`src/rtl/cidr_text_parser_range_splitter_macros.svh`:
```
// Assertion helpers used by the splitter top level
`ifndef CIDR_TEXT_PARSER_RANGE_SPLITTER_MACROS_SVH
`define CIDR_TEXT_PARSER_RANGE_SPLITTER_MACROS_SVH

// same-cycle implication, clocked on i_clk, off during reset
`define CTRS_ASSERT_IMP(label, ante, cons, msg) \
    label: assert property (@(posedge i_clk) disable iff (!i_rst_n) (ante) |-> (cons)) \
        else $error(msg);

// next-cycle implication
`define CTRS_ASSERT_NXT(label, ante, cons, msg) \
    label: assert property (@(posedge i_clk) disable iff (!i_rst_n) (ante) |=> (cons)) \
        else $error(msg);

`endif

```
`src/rtl/ctrs_pkg.sv`:
```
package ctrs_pkg;

    typedef struct packed {
        logic [7:0] char_code;
        logic       end_of_input;
    } t_in_item;

    typedef struct packed {
        logic        result_kind;
        logic [31:0] block_base;
        logic [5:0]  prefix_length;
        logic [3:0]  error_code;
        logic [15:0] error_line;
        logic        last_of_run;
    } t_out_item;

    // parser states
    localparam logic [4:0] PS_START = 5'd1;
    localparam logic [4:0] PS_A1    = 5'd2;
    localparam logic [4:0] PS_A1D   = 5'd3;
    localparam logic [4:0] PS_A2    = 5'd4;
    localparam logic [4:0] PS_A2D   = 5'd5;
    localparam logic [4:0] PS_A3    = 5'd6;
    localparam logic [4:0] PS_A3D   = 5'd7;
    localparam logic [4:0] PS_A4    = 5'd8;
    localparam logic [4:0] PS_ADDR  = 5'd9;
    localparam logic [4:0] PS_DASH  = 5'd10;
    localparam logic [4:0] PS_B1    = 5'd11;
    localparam logic [4:0] PS_B1D   = 5'd12;
    localparam logic [4:0] PS_B2    = 5'd13;
    localparam logic [4:0] PS_B2D   = 5'd14;
    localparam logic [4:0] PS_B3    = 5'd15;
    localparam logic [4:0] PS_B3D   = 5'd16;
    localparam logic [4:0] PS_B4    = 5'd17;
    localparam logic [4:0] PS_SLASH = 5'd18;
    localparam logic [4:0] PS_WIDTH = 5'd19;

    localparam logic K_ADDR = 1'b0;
    localparam logic K_ERR  = 1'b1;

    localparam logic [3:0] E_NUM   = 4'd0;
    localparam logic [3:0] E_WIDTH = 4'd1;
    localparam logic [3:0] E_DOT   = 4'd2;
    localparam logic [3:0] E_DASH  = 4'd3;
    localparam logic [3:0] E_SLASH = 4'd4;
    localparam logic [3:0] E_SPACE = 4'd5;
    localparam logic [3:0] E_CHAR  = 4'd6;
    localparam logic [3:0] E_REV   = 4'd7;
    localparam logic [3:0] E_EARLY = 4'd8;

    localparam logic [7:0] CH_0   = 8'h30;
    localparam logic [7:0] CH_9   = 8'h39;
    localparam logic [7:0] CH_DOT = 8'h2E;
    localparam logic [7:0] CH_DSH = 8'h2D;
    localparam logic [7:0] CH_SLS = 8'h2F;
    localparam logic [7:0] CH_LF  = 8'h0A;
    localparam logic [7:0] CH_CR  = 8'h0D;
    localparam logic [7:0] CH_TAB = 8'h09;
    localparam logic [7:0] CH_SP  = 8'h20;

    localparam logic [15:0] LINE_MAX  = 16'hFFFF;
    localparam logic [7:0]  OCTET_MAX = 8'd255;
    localparam logic [7:0]  WIDTH_MAX = 8'd32;

    // controller to datapath
    typedef struct packed {
        logic load;
        logic sel_r1;
        logic sel_split;
        logic init;
        logic shrink;
        logic step;
    } t_cmd;

    // datapath to controller
    typedef struct packed {
        logic r0v;
        logic splitv;
        logic r1v;
        logic split_done;
        logic fits;
    } t_stat;

    function automatic t_out_item mk_addr(logic [31:0] base, logic [5:0] pfx);
        t_out_item r;
        r.result_kind   = K_ADDR;
        r.block_base    = base;
        r.prefix_length = pfx;
        r.error_code    = 4'd0;
        r.error_line    = 16'd0;
        r.last_of_run   = 1'b1;
        return r;
    endfunction

    function automatic t_out_item mk_err(logic [3:0] code, logic [15:0] line);
        t_out_item r;
        r.result_kind   = K_ERR;
        r.block_base    = 32'd0;
        r.prefix_length = 6'd0;
        r.error_code    = code;
        r.error_line    = line;
        r.last_of_run   = 1'b1;
        return r;
    endfunction

endpackage

```
`src/rtl/ctrs_dp.sv`:
```
module ctrs_dp (
    input  logic                i_clk,
    input  logic                i_rst_n,
    input  ctrs_pkg::t_in_item  i_in_data,
    input  ctrs_pkg::t_cmd      i_cmd,
    output ctrs_pkg::t_stat     o_stat,
    output ctrs_pkg::t_out_item o_out_data
);

    logic [4:0]  r_ps, n_ps;
    logic [7:0]  r_acc, n_acc;
    logic        r_te, n_te;
    logic [31:0] r_ab, n_ab;
    logic [31:0] r_rs, n_rs;
    logic [15:0] r_lc, n_lc;
    ctrs_pkg::t_out_item r_res0, r_res1, n_res0, n_res1;
    logic        r_r1v, n_r0v, n_r1v, n_splitv;
    logic [32:0] r_lo;
    logic [31:0] r_hi;
    logic [31:0] r_m;

    logic [4:0]  s;
    logic [31:0] shifted;
    logic [31:0] base_pre;
    logic [3:0]  dgt;
    logic [11:0] acc_t;
    logic [7:0]  lim;
    logic [7:0]  c;
    logic [5:0]  w;
    logic [32:0] lo_m1;
    logic [32:0] lo_plus_m;

    always_comb begin
        c        = i_in_data.char_code;
        dgt      = 4'(c - ctrs_pkg::CH_0);
        s        = (r_ps < ctrs_pkg::PS_START || r_ps > ctrs_pkg::PS_WIDTH) ?
                   ctrs_pkg::PS_START : r_ps;
        shifted  = {r_ab[23:0], r_acc};
        n_ps     = s;
        n_acc    = r_acc;
        n_te     = r_te;
        n_ab     = r_ab;
        n_rs     = r_rs;
        n_lc     = r_lc;
        n_r0v    = 1'b0;
        n_r1v    = 1'b0;
        n_splitv = 1'b0;
        n_res0   = ctrs_pkg::mk_addr(32'd0, 6'd0);
        n_res1   = n_res0;
        lim      = ctrs_pkg::OCTET_MAX;
        acc_t    = 12'd0;
        base_pre = 32'd0;
        w        = (r_acc > ctrs_pkg::WIDTH_MAX) ? 6'd32 : r_acc[5:0];
        if (!i_in_data.end_of_input && c == ctrs_pkg::CH_LF && r_lc != ctrs_pkg::LINE_MAX)
            n_lc = r_lc + 16'd1;

        if (i_in_data.end_of_input) begin
            if (!r_te) begin
                if (s == ctrs_pkg::PS_A4) begin
                    n_r0v  = 1'b1;
                    n_res0 = ctrs_pkg::mk_addr(shifted, 6'd32);
                end else if (s == ctrs_pkg::PS_ADDR) begin
                    n_r0v  = 1'b1;
                    n_res0 = ctrs_pkg::mk_addr(r_ab, 6'd32);
                end else if (s == ctrs_pkg::PS_B4) begin
                    if (r_rs > shifted) begin
                        n_r0v  = 1'b1;
                        n_res0 = ctrs_pkg::mk_err(ctrs_pkg::E_REV, n_lc);
                    end else begin
                        n_splitv = 1'b1;
                    end
                end else if (s == ctrs_pkg::PS_WIDTH) begin
                    n_r0v  = 1'b1;
                    n_res0 = ctrs_pkg::mk_addr((w == 6'd0) ? 32'd0 :
                             (r_ab & (32'hFFFFFFFF << (6'd32 - w))), w);
                end else if (s != ctrs_pkg::PS_START) begin
                    n_r0v  = 1'b1;
                    n_res0 = ctrs_pkg::mk_err(ctrs_pkg::E_EARLY, n_lc);
                end
            end
            n_ps  = ctrs_pkg::PS_START;
            n_te  = 1'b0;
            n_acc = 8'd0;
        end else if (c >= ctrs_pkg::CH_0 && c <= ctrs_pkg::CH_9) begin
            if (s == ctrs_pkg::PS_START) begin
                n_acc = {4'd0, dgt};
                n_te  = 1'b0;
                n_ps  = ctrs_pkg::PS_A1;
            end else if (s == ctrs_pkg::PS_ADDR) begin
                if (!r_te) begin
                    n_r0v  = 1'b1;
                    n_res0 = ctrs_pkg::mk_addr(r_ab, 6'd32);
                end
                n_acc = {4'd0, dgt};
                n_te  = 1'b0;
                n_ps  = ctrs_pkg::PS_A1;
            end else if (s == ctrs_pkg::PS_DASH || s == ctrs_pkg::PS_SLASH) begin
                if (!r_te)
                    n_acc = {4'd0, dgt};
                n_ps = s + 5'd1;
            end else begin
                if (s == ctrs_pkg::PS_A1D || s == ctrs_pkg::PS_A2D || s == ctrs_pkg::PS_A3D ||
                    s == ctrs_pkg::PS_B1D || s == ctrs_pkg::PS_B2D || s == ctrs_pkg::PS_B3D)
                    n_ps = s + 5'd1;
                if (s == ctrs_pkg::PS_WIDTH)
                    lim = ctrs_pkg::WIDTH_MAX;
                acc_t = {4'd0, r_acc} * 12'd10 + {8'd0, dgt};
                if (!r_te) begin
                    if (acc_t > {4'd0, lim}) begin
                        n_te   = 1'b1;
                        n_r0v  = 1'b1;
                        n_res0 = ctrs_pkg::mk_err((s == ctrs_pkg::PS_WIDTH) ?
                                 ctrs_pkg::E_WIDTH : ctrs_pkg::E_NUM, n_lc);
                    end else begin
                        n_acc = acc_t[7:0];
                    end
                end
            end
        end else if (c == ctrs_pkg::CH_DOT) begin
            if (s == ctrs_pkg::PS_A1 || s == ctrs_pkg::PS_B1 || s == ctrs_pkg::PS_A2 ||
                s == ctrs_pkg::PS_A3 || s == ctrs_pkg::PS_B2 || s == ctrs_pkg::PS_B3) begin
                base_pre = (s == ctrs_pkg::PS_A1 || s == ctrs_pkg::PS_B1) ? 32'd0 : r_ab;
                if (s == ctrs_pkg::PS_A1 || s == ctrs_pkg::PS_B1)
                    n_ab = 32'd0;
                if (!r_te) begin
                    n_ab  = {base_pre[23:0], r_acc};
                    n_acc = 8'd0;
                end
                n_ps = s + 5'd1;
            end else if (s == ctrs_pkg::PS_ADDR) begin
                if (!r_te) begin
                    n_r0v  = 1'b1;
                    n_res0 = ctrs_pkg::mk_addr(r_ab, 6'd32);
                    n_r1v  = 1'b1;
                    n_res1 = ctrs_pkg::mk_err(ctrs_pkg::E_DOT, n_lc);
                    n_te   = 1'b1;
                end
            end else if (!r_te) begin
                n_r0v  = 1'b1;
                n_res0 = ctrs_pkg::mk_err(ctrs_pkg::E_DOT, n_lc);
                n_te   = 1'b1;
            end
        end else if (c == ctrs_pkg::CH_DSH || c == ctrs_pkg::CH_SLS) begin
            if (s == ctrs_pkg::PS_A4 || s == ctrs_pkg::PS_ADDR) begin
                if (s == ctrs_pkg::PS_A4 && !r_te) begin
                    if (c == ctrs_pkg::CH_SLS)
                        n_ab = shifted;
                    else
                        n_rs = shifted;
                end
                if (s == ctrs_pkg::PS_ADDR && c == ctrs_pkg::CH_DSH)
                    n_rs = r_ab;
                n_ps = (c == ctrs_pkg::CH_SLS) ? ctrs_pkg::PS_SLASH : ctrs_pkg::PS_DASH;
            end else if (!r_te) begin
                n_r0v  = 1'b1;
                n_res0 = ctrs_pkg::mk_err((c == ctrs_pkg::CH_SLS) ?
                         ctrs_pkg::E_SLASH : ctrs_pkg::E_DASH, n_lc);
                n_te   = 1'b1;
            end
        end else if (c == ctrs_pkg::CH_LF || c == ctrs_pkg::CH_SP ||
                     c == ctrs_pkg::CH_TAB || c == ctrs_pkg::CH_CR) begin
            if ((s >= ctrs_pkg::PS_A1 && s <= ctrs_pkg::PS_A3D) ||
                (s >= ctrs_pkg::PS_B1 && s <= ctrs_pkg::PS_B3D)) begin
                // no suppression flag set here
                if (!r_te) begin
                    n_r0v  = 1'b1;
                    n_res0 = ctrs_pkg::mk_err(ctrs_pkg::E_SPACE, n_lc);
                end
                n_ps = ctrs_pkg::PS_START;
            end else if (s == ctrs_pkg::PS_A4) begin
                if (!r_te)
                    n_ab = shifted;
                n_ps = ctrs_pkg::PS_ADDR;
            end else if (s == ctrs_pkg::PS_B4) begin
                if (!r_te) begin
                    if (r_rs > shifted) begin
                        n_te   = 1'b1;
                        n_r0v  = 1'b1;
                        n_res0 = ctrs_pkg::mk_err(ctrs_pkg::E_REV, n_lc);
                    end else begin
                        n_splitv = 1'b1;
                    end
                end
                n_ps = ctrs_pkg::PS_START;
            end else if (s == ctrs_pkg::PS_WIDTH) begin
                if (!r_te) begin
                    n_r0v  = 1'b1;
                    n_res0 = ctrs_pkg::mk_addr((w == 6'd0) ? 32'd0 :
                             (r_ab & (32'hFFFFFFFF << (6'd32 - w))), w);
                end
                n_ps = ctrs_pkg::PS_START;
            end
        end else begin
            if (!r_te) begin
                n_r0v  = 1'b1;
                n_res0 = ctrs_pkg::mk_err(ctrs_pkg::E_CHAR, n_lc);
            end
            n_te = 1'b1;
            n_ps = ctrs_pkg::PS_A1;
        end
    end

    assign lo_m1     = r_lo - 33'd1;
    assign lo_plus_m = r_lo + {1'b0, r_m};

    always_ff @(posedge i_clk) begin
        if (!i_rst_n) begin
            r_ps  <= ctrs_pkg::PS_START;
            r_acc <= 8'd0;
            r_te  <= 1'b0;
            r_ab  <= 32'd0;
            r_rs  <= 32'd0;
            r_lc  <= 16'd1;
            r_r1v <= 1'b0;
            r_lo  <= 33'd0;
            r_hi  <= 32'd0;
        end else begin
            if (i_cmd.load) begin
                r_ps  <= n_ps;
                r_acc <= n_acc;
                r_te  <= n_te;
                r_ab  <= n_ab;
                r_rs  <= n_rs;
                r_lc  <= n_lc;
                r_r1v <= n_r1v;
                if (n_splitv) begin
                    r_lo <= {1'b0, r_rs};
                    r_hi <= shifted;
                end
            end
            if (i_cmd.step)
                r_lo <= lo_plus_m + 33'd1;
        end
    end

    always_ff @(posedge i_clk) begin
        if (i_cmd.load) begin
            r_res0 <= n_res0;
            r_res1 <= n_res1;
        end
        if (i_cmd.init)
            r_m <= lo_m1[31:0] & ~r_lo[31:0];
        else if (i_cmd.shrink && !o_stat.fits)
            r_m <= r_m >> 1;
    end

    assign o_stat.r0v        = n_r0v;
    assign o_stat.splitv     = n_splitv;
    assign o_stat.r1v        = r_r1v;
    assign o_stat.split_done = r_lo > {1'b0, r_hi};
    assign o_stat.fits       = lo_plus_m <= {1'b0, r_hi};

    always_comb begin
        if (i_cmd.sel_split) begin
            o_out_data             = ctrs_pkg::mk_addr(r_lo[31:0],
                                     6'd32 - 6'($countones(r_m)));
            o_out_data.last_of_run = (lo_plus_m == {1'b0, r_hi});
        end else if (i_cmd.sel_r1) begin
            o_out_data = r_res1;
        end else begin
            o_out_data             = r_res0;
            o_out_data.last_of_run = !r_r1v;
        end
    end

endmodule

```
`src/rtl/ctrs_ctrl.sv`:
```
module ctrs_ctrl (
    input  logic            i_clk,
    input  logic            i_rst_n,
    input  logic            i_in_valid,
    output logic            o_in_stall,
    output logic            o_out_valid,
    input  logic            i_out_stall,
    input  ctrs_pkg::t_stat i_stat,
    output ctrs_pkg::t_cmd  o_cmd
);

    typedef enum logic [5:0] {
        S_IDLE   = 6'b000001,
        S_R0     = 6'b000010,
        S_R1     = 6'b000100,
        S_SINIT  = 6'b001000,
        S_SHRINK = 6'b010000,
        S_SOUT   = 6'b100000
    } t_state;

    t_state r_state, n_state;
    logic   out_take;

    assign out_take    = o_out_valid && !i_out_stall;
    assign o_in_stall  = (r_state != S_IDLE);
    assign o_out_valid = (r_state == S_R0) || (r_state == S_R1) || (r_state == S_SOUT);

    always_comb begin
        n_state         = r_state;
        o_cmd           = '0;
        o_cmd.sel_r1    = (r_state == S_R1);
        o_cmd.sel_split = (r_state == S_SOUT);
        unique case (r_state)
            S_IDLE: begin
                if (i_in_valid) begin
                    o_cmd.load = 1'b1;
                    if (i_stat.r0v)
                        n_state = S_R0;
                    else if (i_stat.splitv)
                        n_state = S_SINIT;
                end
            end
            S_R0: begin
                if (out_take)
                    n_state = i_stat.r1v ? S_R1 : S_IDLE;
            end
            S_R1: begin
                if (out_take)
                    n_state = S_IDLE;
            end
            S_SINIT: begin
                o_cmd.init = 1'b1;
                n_state    = i_stat.split_done ? S_IDLE : S_SHRINK;
            end
            S_SHRINK: begin
                // halve the block until it fits under the high bound
                o_cmd.shrink = 1'b1;
                if (i_stat.fits)
                    n_state = S_SOUT;
            end
            S_SOUT: begin
                if (out_take) begin
                    o_cmd.step = 1'b1;
                    n_state    = S_SINIT;
                end
            end
            default: n_state = S_IDLE;
        endcase
    end

    always_ff @(posedge i_clk) begin
        if (!i_rst_n)
            r_state <= S_IDLE;
        else
            r_state <= n_state;
    end

endmodule

```
`src/rtl/cidr_text_parser_range_splitter.sv`:
```
// IPv4 text parser and CIDR range splitter.
// Input channel: one text byte per transaction (char_code), or an
// end_of_input marker that flushes the pending token. Output channel:
// CIDR blocks (base, prefix length) and numbered error reports; the
// final result caused by one input transaction carries last_of_run.
// A byte that yields no result does not stall the input; the next byte
// may follow at once. A byte with one or two results stalls the input
// until those are taken; the first is registered and shown in the next cycle.
// A range is split by a shrink loop: per block the init state takes the
// largest aligned block at the low bound, the shrink state halves it until
// it fits under the high bound and the output state presents it.
// While any result is pending the input is stalled; a stall on the
// output simply holds the current result.
// Reset (synchronous, active low) returns the parser to the start state,
// clears the error flag and sets the line count to one. No clearing pass.
`include "cidr_text_parser_range_splitter_macros.svh"
module cidr_text_parser_range_splitter (
    input  logic                i_clk,
    input  logic                i_rst_n,
    input  logic                i_in_valid,
    output logic                o_in_stall,
    input  ctrs_pkg::t_in_item  i_in_data,
    output logic                o_out_valid,
    input  logic                i_out_stall,
    output ctrs_pkg::t_out_item o_out_data
);

    ctrs_pkg::t_cmd  cmd;
    ctrs_pkg::t_stat stat;

    ctrs_ctrl u_ctrl (
        .i_clk       (i_clk),
        .i_rst_n     (i_rst_n),
        .i_in_valid  (i_in_valid),
        .o_in_stall  (o_in_stall),
        .o_out_valid (o_out_valid),
        .i_out_stall (i_out_stall),
        .i_stat      (stat),
        .o_cmd       (cmd)
    );

    ctrs_dp u_dp (
        .i_clk      (i_clk),
        .i_rst_n    (i_rst_n),
        .i_in_data  (i_in_data),
        .i_cmd      (cmd),
        .o_stat     (stat),
        .o_out_data (o_out_data)
    );

    `CTRS_ASSERT_IMP(a_no_accept_while_out, o_out_valid, o_in_stall, "input taken with result pending")
    `CTRS_ASSERT_NXT(a_last_ends_run, o_out_valid && !i_out_stall && o_out_data.last_of_run, !o_out_valid, "result after last_of_run")
    `CTRS_ASSERT_IMP(a_err_fields, o_out_valid && o_out_data.result_kind, o_out_data.block_base == 32'd0 && o_out_data.prefix_length == 6'd0, "error report with block fields")
    `CTRS_ASSERT_IMP(a_addr_fields, o_out_valid && !o_out_data.result_kind, o_out_data.prefix_length <= 6'd32 && o_out_data.error_line == 16'd0, "bad address block")

endmodule

```
`config.mk`:
```
export PLATFORM = sky130hd
export DESIGN_NAME = cidr_text_parser_range_splitter
export DESIGN_NICKNAME = d
export VERILOG_FILES = /design/src/rtl/ctrs_pkg.sv /design/src/rtl/ctrs_dp.sv /design/src/rtl/ctrs_ctrl.sv /design/src/rtl/cidr_text_parser_range_splitter.sv
export VERILOG_INCLUDE_DIRS = /design/src /design/src/rtl
export SDC_FILE = /design/constraint.sdc
export NUM_CORES = 1
export LEC_CHECK = 0
export BUFFER_PORTS_ARGS = -buffer_cell sky130_fd_sc_hd__buf_2
export CAP_MARGIN = 10
export CELL_PAD_IN_SITES_DETAIL_PLACEMENT = 2
export CELL_PAD_IN_SITES_GLOBAL_PLACEMENT = 2
export CORE_UTILIZATION = 38
export CTS_CLUSTER_SIZE = 30
export DETAILED_ROUTE_END_ITERATION = 7
export PLACE_DENSITY_LB_ADDON = 0.1
export SLEW_MARGIN = 20
export SYNTH_ARGS = -nofsm -noshare
export SYNTH_HDL_FRONTEND = slang
export SYNTH_SLANG_ARGS = --single-unit
```
`constraint.sdc`:
```
create_clock -name i_clk -period 8.21 [get_ports i_clk]
set_clock_uncertainty 0.15 [all_clocks]
set_input_delay 1.642 -clock i_clk [delete_from_list [all_inputs] [get_ports i_clk]]
set_output_delay 1.642 -clock i_clk [all_outputs]
set_load 0.02 [all_outputs]
```
# [Yosys cells after proc, flatten, opt, wreduce, memory -nomap -nowiden]
# Cells that the tools add are included.
[totals] n_memories=0 mem_bits_ro=0 inputBits=13 reg_bits=317 latchBits=0 mem_bits_rw=0
[op_classes] n_lt_le_gt_ge=13 bitwise_logic=7 shifts=1 n_div=0 n_reduce_logical=52 n_mul=1 eq_ne=59 mux=167 add_sub_neg=40
[ops] cell="$mux W60" n=31
[ops] cell="$mux W32" n=18
[ops] cell="$mux W8" n=17
[ops] cell="$mux W59" n=2
[ops] cell="$mux W33" n=3
[ops] cell="$add A6 B6 Y6" n=15
[ops] cell="$mux W5" n=18
[ops] cell="$mux W1" n=66
[ops] cell="$and A32 B32 Y32" n=2
[ops] cell="$mux W6" n=8
[ops] cell="$eq A5 B4 Y1 const B" n=8
[ops] cell="$pmux W6 S6" n=1
[ops] cell="$add A33 B1 Y33 const B" n=1
[ops] cell="$add A33 B32 Y33" n=1
[ops] cell="$eq A33 B32 Y1" n=1
[ops] cell="$gt A33 B32 Y1" n=1
[ops] cell="$le A33 B32 Y1" n=1
[ops] cell="$add A1 B1 Y2" n=16
[ops] cell="$eq A8 B6 Y1 const B" n=4
[ops] cell="$gt A32 B32 Y1" n=1
[ops] cell="$not A32 Y32" n=1
[ops] cell="$shl A32 B6 Y32 const A" n=1
[ops] cell="$sub A32 B1 Y32 const B" n=1
[ops] cell="$eq A8 B4 Y1 const B" n=3
[ops] cell="other kinds (57)" n=119

# [Longest topological paths before layout]
[depth] ltp_word=21 ltp_mapped=23 ltp_nobuf=19

# [By module]
# A second synthesis with hierarchy kept.
[unflattened] cells_unflattened=2495 area_unflattened_um2=20713.6
[by_module_without_submodules] mod="ctrs_dp" cells_per_inst=2437 seq_area_each_um2=6446.2 instances=1 area_each_um2=20260.7
[by_module_without_submodules] mod="ctrs_ctrl" cells_per_inst=58 seq_area_each_um2=120.1 instances=1 area_each_um2=452.9

# [Least setup slack after synthesis]
# OpenSTA, ideal clock, no wires.
[synth_timing] path_type="reg-to-output" from="register u_dp.r_m[14]" to="output o_out_data[26] in the netlist's numbering" path_stages_with_launch=16 slack_ns=1.696 path_buffers=0 t_arrival_ns=4.722 cell_sequence="edfxtp_1 ha_1 inv_1 fa_1 fa_1 inv_1 fa_1 inv_1 fa_1 fa_1 fa_1 ha_1 a21o_1 a21oi_1 xnor2_1 o21ai_0"
[synth_rtl] element="start, declared" line_no="ctrs_dp.sv:20" text="logic [31:0] r_m;"
[synth_rtl] element="start signal, assigned" line_no="ctrs_dp.sv:242" text="r_m <= lo_m1[31:0] & ~r_lo[31:0];"
[synth_rtl] element="start signal, assigned" line_no="ctrs_dp.sv:244" text="r_m <= r_m >> 1;"
[synth_rtl] element="end, declared" line_no="cidr_text_parser_range_splitter.sv:25" text="output ctrs_pkg::t_out_item o_out_data"

==> metrics.md <==
| Metric | Value |
|---|---|
| Run status | `finished, final reports clean` |
| Initial Util | `just under 40%` |
| Clk slew on worst S/H paths | `around 0.060 ns` |
| Crit Path Class | `flip-flop to primary output` |
| Post-synth top flop | `dfxtp_1` |
| Most frequent cells in the layout | `nand2_1, a21oi_1, nor2_1` |
| WP depth | `16` |
| RSZ-0062 raised after global routing | `no` |
| EDFF count, synth | `108` |
| Vias | `between 15000 and 20000` |
| Crit. Startpoint | `u_dp.r_m[14]` |
| Total iterations of the first detailed-routing run | `5` |
| CP Capture Type | `primary output` |
| Tmin final | `7.53 ns` |
| Pin count of the biggest net entering global routing | `83` |
| CP most frequent cell | `fa_1` |
| Worst Tran Pin Value | `1.11 ns` |
| Reg2reg end | `u_dp.r_m[12]` |
| Pleak | `0.00905 uW` |
| YS warnings | `0` |
| Clk Latency, worst-skew pair | `around 0.57 ns` |
| Mux contribution to synthesized area | `0.951%` |
| Peak supply drop | `0.143 mV` |
| Die area | `53900 um2` |
| RR Startpoint | `u_dp.r_m[0]` |
| Root Buffer | `clkbuf_16` |
| First-pass GRT wire length | `approximately 130 mm` |
| Final slew viol count | `0` |
| DP HPWL | `64.7 mm` |
| Critical path buffer and inverter count | `4` |
| Cells after Synth | `between 2000 and 2500` |
| Clock Sinks | `274` |
| Synth Area in XOR/XNOR | `between 3 and 4%` |
| Commonest non-fill, non-tap cell in the layout | `nand2_1` |
| CP cell instances | `ha_1 > inv_1 > fa_1 > fa_1 > inv_1 > fa_1 > inv_1 > fa_1 > fa_1 > fa_1 > ha_1 > a21o_1 > a21oi_1 > xnor2_1 > o21ai_0 > buf_2` |
| Fin Setup TNS | `0 ns` |
| # fillers | `5789` |
| Slowest cell on the critical path | `fa_1` |
| Post-CTS Setup Bufs | `0` |
| Async S/R FF share, synth | `0%` |
| Dpl ws | `between 1 and 1.5 ns` |
| Startpoint types | `flip-flop` |
| CORE AREA | `a little over 50000 um2` |
| Fmax | `0.133 GHz` |
| Final period util | `91.7%` |
| Vias/cell | `6.10` |
| CTS Buffer Depth | `3` |
| I/O Buffers | `74` |
| GRT Total Usage | `31.6%` |
| Final count of negative-setup-slack endpoints | `0` |
| WL final | `84.8 mm` |
| Cell Rows | `83` |
| Antenna violations before repair | `2` |
| Starting DRT DRC Count | `1309` |
| Detail Route Antenna Nets | `0` |
| Vias in the first global route | `20976` |
| Area fraction in and, or, nand and nor cells after synthesis | `20.6%` |
| Cell family with most CP delay | `adder cells` |
| Syn avg cell area | `8.15 um2` |
| Die width | `232 um` |
| Synth Net Count | `2703` |
| Die height | `~230 um` |
| Post-synth design cell area | `roughly 20000 um2` |
| Final worst slack | `between 0.6 and 0.7 ns` |
| Area Growth Syn to Fin | `11.4%` |
| Complex-gate fraction of the synthesized area | `22.1%` |
| Ports | `75` |
| Share of cells above drive strength 1 | `8.13%` |
| Per-cell routed wire length | `~26 um` |
| Adder-cell share of the synthesized area | `between 10% and 20%` |
| Largest family of logic cells by synthesized area | `compound AO/OA/AOI/OAI gates` |
| Hold Crit Class | `flip-flop to flip-flop` |
| Total grt overflow | `0` |
| Cells resized by post-CTS repair | `0` |
| Pwr dens | `around 150 nW/um2` |
| Inserted Clock Buffers | `36` |
| Worst EP arrival | `5.74 ns` |
| Final Hold Vio Count | `0` |
| H-tree Lvls | `2` |
| Post-CTS Hold Fix Bufs | `0` |
| Max_cap viols | `0` |
| CP max stage delay | `0.57 ns` |
| Reg2reg setup slack | `2.14 ns` |
| Antenna diodes | `0` |
| Worst-path maximum fanout | `3` |
| Sequential fraction of the synthesis area | `32.6%` |
| FF-to-FF path depth | `15` |
| RD Place Congestion | `0.904` |
| Crit path required time | `6.42 ns` |
| DRC | `0` |
| Yosys cell types | `81` |
| FF+latch count, synth | `about 270` |
| Rel. slew slack | `25.6%` |
| Final #Nets | `2726` |
| CTS tree | `yes` |
| Setup crit end | `o_out_data[26]` |
synth_stat cells, types with 8 or more instances:
library cell,n,area share (%)
o22ai_1,13,0.40
nand2_1,346,6.5
buf_1,9,0.17
o211ai_1,11,0.41
a22o_1,61,2.7
mux2i_1,18,0.90
a22oi_1,24,0.90
xnor2_1,48,2.1
a21oi_1,236,5.9
and2_1,12,0.37
o21a_1,17,0.63
a31oi_1,17,0.53
dfxtp_1,166,17
clkbuf_1,115,2.1
nor3b_1,9,0.34
a211oi_1,44,1.6
xor2_1,32,1.4
nor2b_1,13,0.40
a21o_1,39,1.5
or3_1,14,0.44
nor3_1,39,0.97
o31ai_1,19,0.71
nand2b_1,22,0.68
o311ai_0,8,0.35
nand4_1,38,1.2
inv_1,169,3.2
or4_1,13,0.48
edfxtp_1,108,16
nor4_1,17,0.53
ha_1,192,12
o21ai_0,127,3.2
and3_1,28,0.87
nand3_1,55,1.4
a221oi_1,12,0.52
nor2_1,236,4.4
fa_1,28,2.8
worst min-delay path by stage:
stage | start | end | slack (ns) | depth (start not counted)
after CTS | u_dp.r_hi[6] | u_dp.r_hi[6] | 0.31 | 2
after detailed placement | u_dp.r_hi[6] | u_dp.r_hi[6] | 0.30 | 2
after floorplan | u_dp.r_hi[27] | u_dp.r_hi[27] | 0.28 | 2
after global routing | u_dp.r_hi[5] | u_dp.r_hi[5] | 0.33 | 2
after global placement | u_dp.r_hi[13] | u_dp.r_hi[13] | 0.29 | 2
final | u_dp.r_hi[6] | u_dp.r_hi[6] | 0.31 | 2
registers in the layout, indices dropped and copies added (netlist names):
signal,flops
u_dp.r_m,32
u_dp.r_lc,16
u_dp.r_ab,32
u_dp.r_res0,59
u_dp.r_res1,17
u_dp.r_lo,33
u_dp.r_acc,8
u_ctrl.r_state,6
u_dp.r_hi,32
u_dp.r_ps,5
u_dp.r_te,1
u_dp.r_r1v,1
u_dp.r_rs,32
report_power, final:
part / switching, uW / internal (uW)
registers: 23.0 / 1460
clock network: 666 / 1030
logic: 176 / 69.3
per-layer routing:
metal | vias up | part of all wire [%] | track usage (%)
li1 | 8941 | - | -
met1 | 10019 | 44 | 41.4
met2 | 432 | 49 | 53.9
met3 | 137 | 3.7 | 2.87
met4 | 0 | 3.4 | 11.4
met5 | - | 0 | 0
area by class of cell:
cell class	instances	area (um2)	area share [%]
clock inverter	19	282	1.26
sequential	274	6570	29.3
inverter	169	638	2.85
multi-input combinational	1903	12500	55.7
tap	680	851	3.79
clock buffer	47	962	4.29
timing repair buffer	109	637	2.84
metrics by stage:
step / cells / instance area [um2] / utilization (%) / hold WS [ns] / power (uW)
after floorplan: 2470 / 20100 / - / 0.282 / 1660
after global placement: 3134 / 21200 / 40.9 / 0.293 / 1750
after detailed placement: 3134 / 21200 / 40.9 / 0.304 / 1750
after CTS: 3200 / 22400 / 43.3 / 0.312 / 3440
after global routing: 3201 / 22400 / 43.3 / 0.335 / 3510
final: 3201 / 22400 / 43.3 / 0.309 / 3420
cell families (layout without fill, tap and decap cells):
logic type | Yosys count | in the layout
AND/OR/NAND/NOR | 890 | 890
AO/OA/AOI/OAI | 694 | 694
buffers and inverters | 293 | 344
flip-flops | 274 | 274
adder cells (fa/ha/maj) | 220 | 220
XOR/XNOR | 80 | 80
multiplexers | 19 | 19
worst min-delay path, delay by kind of cell (launching register included):
family | cells | cell delay, ns
AND/OR/NAND/NOR | 1 | 0.05
flip-flops | 1 | 0.31
AO/OA/AOI/OAI | 1 | 0.05
Power figures use the tool's default switching activity.
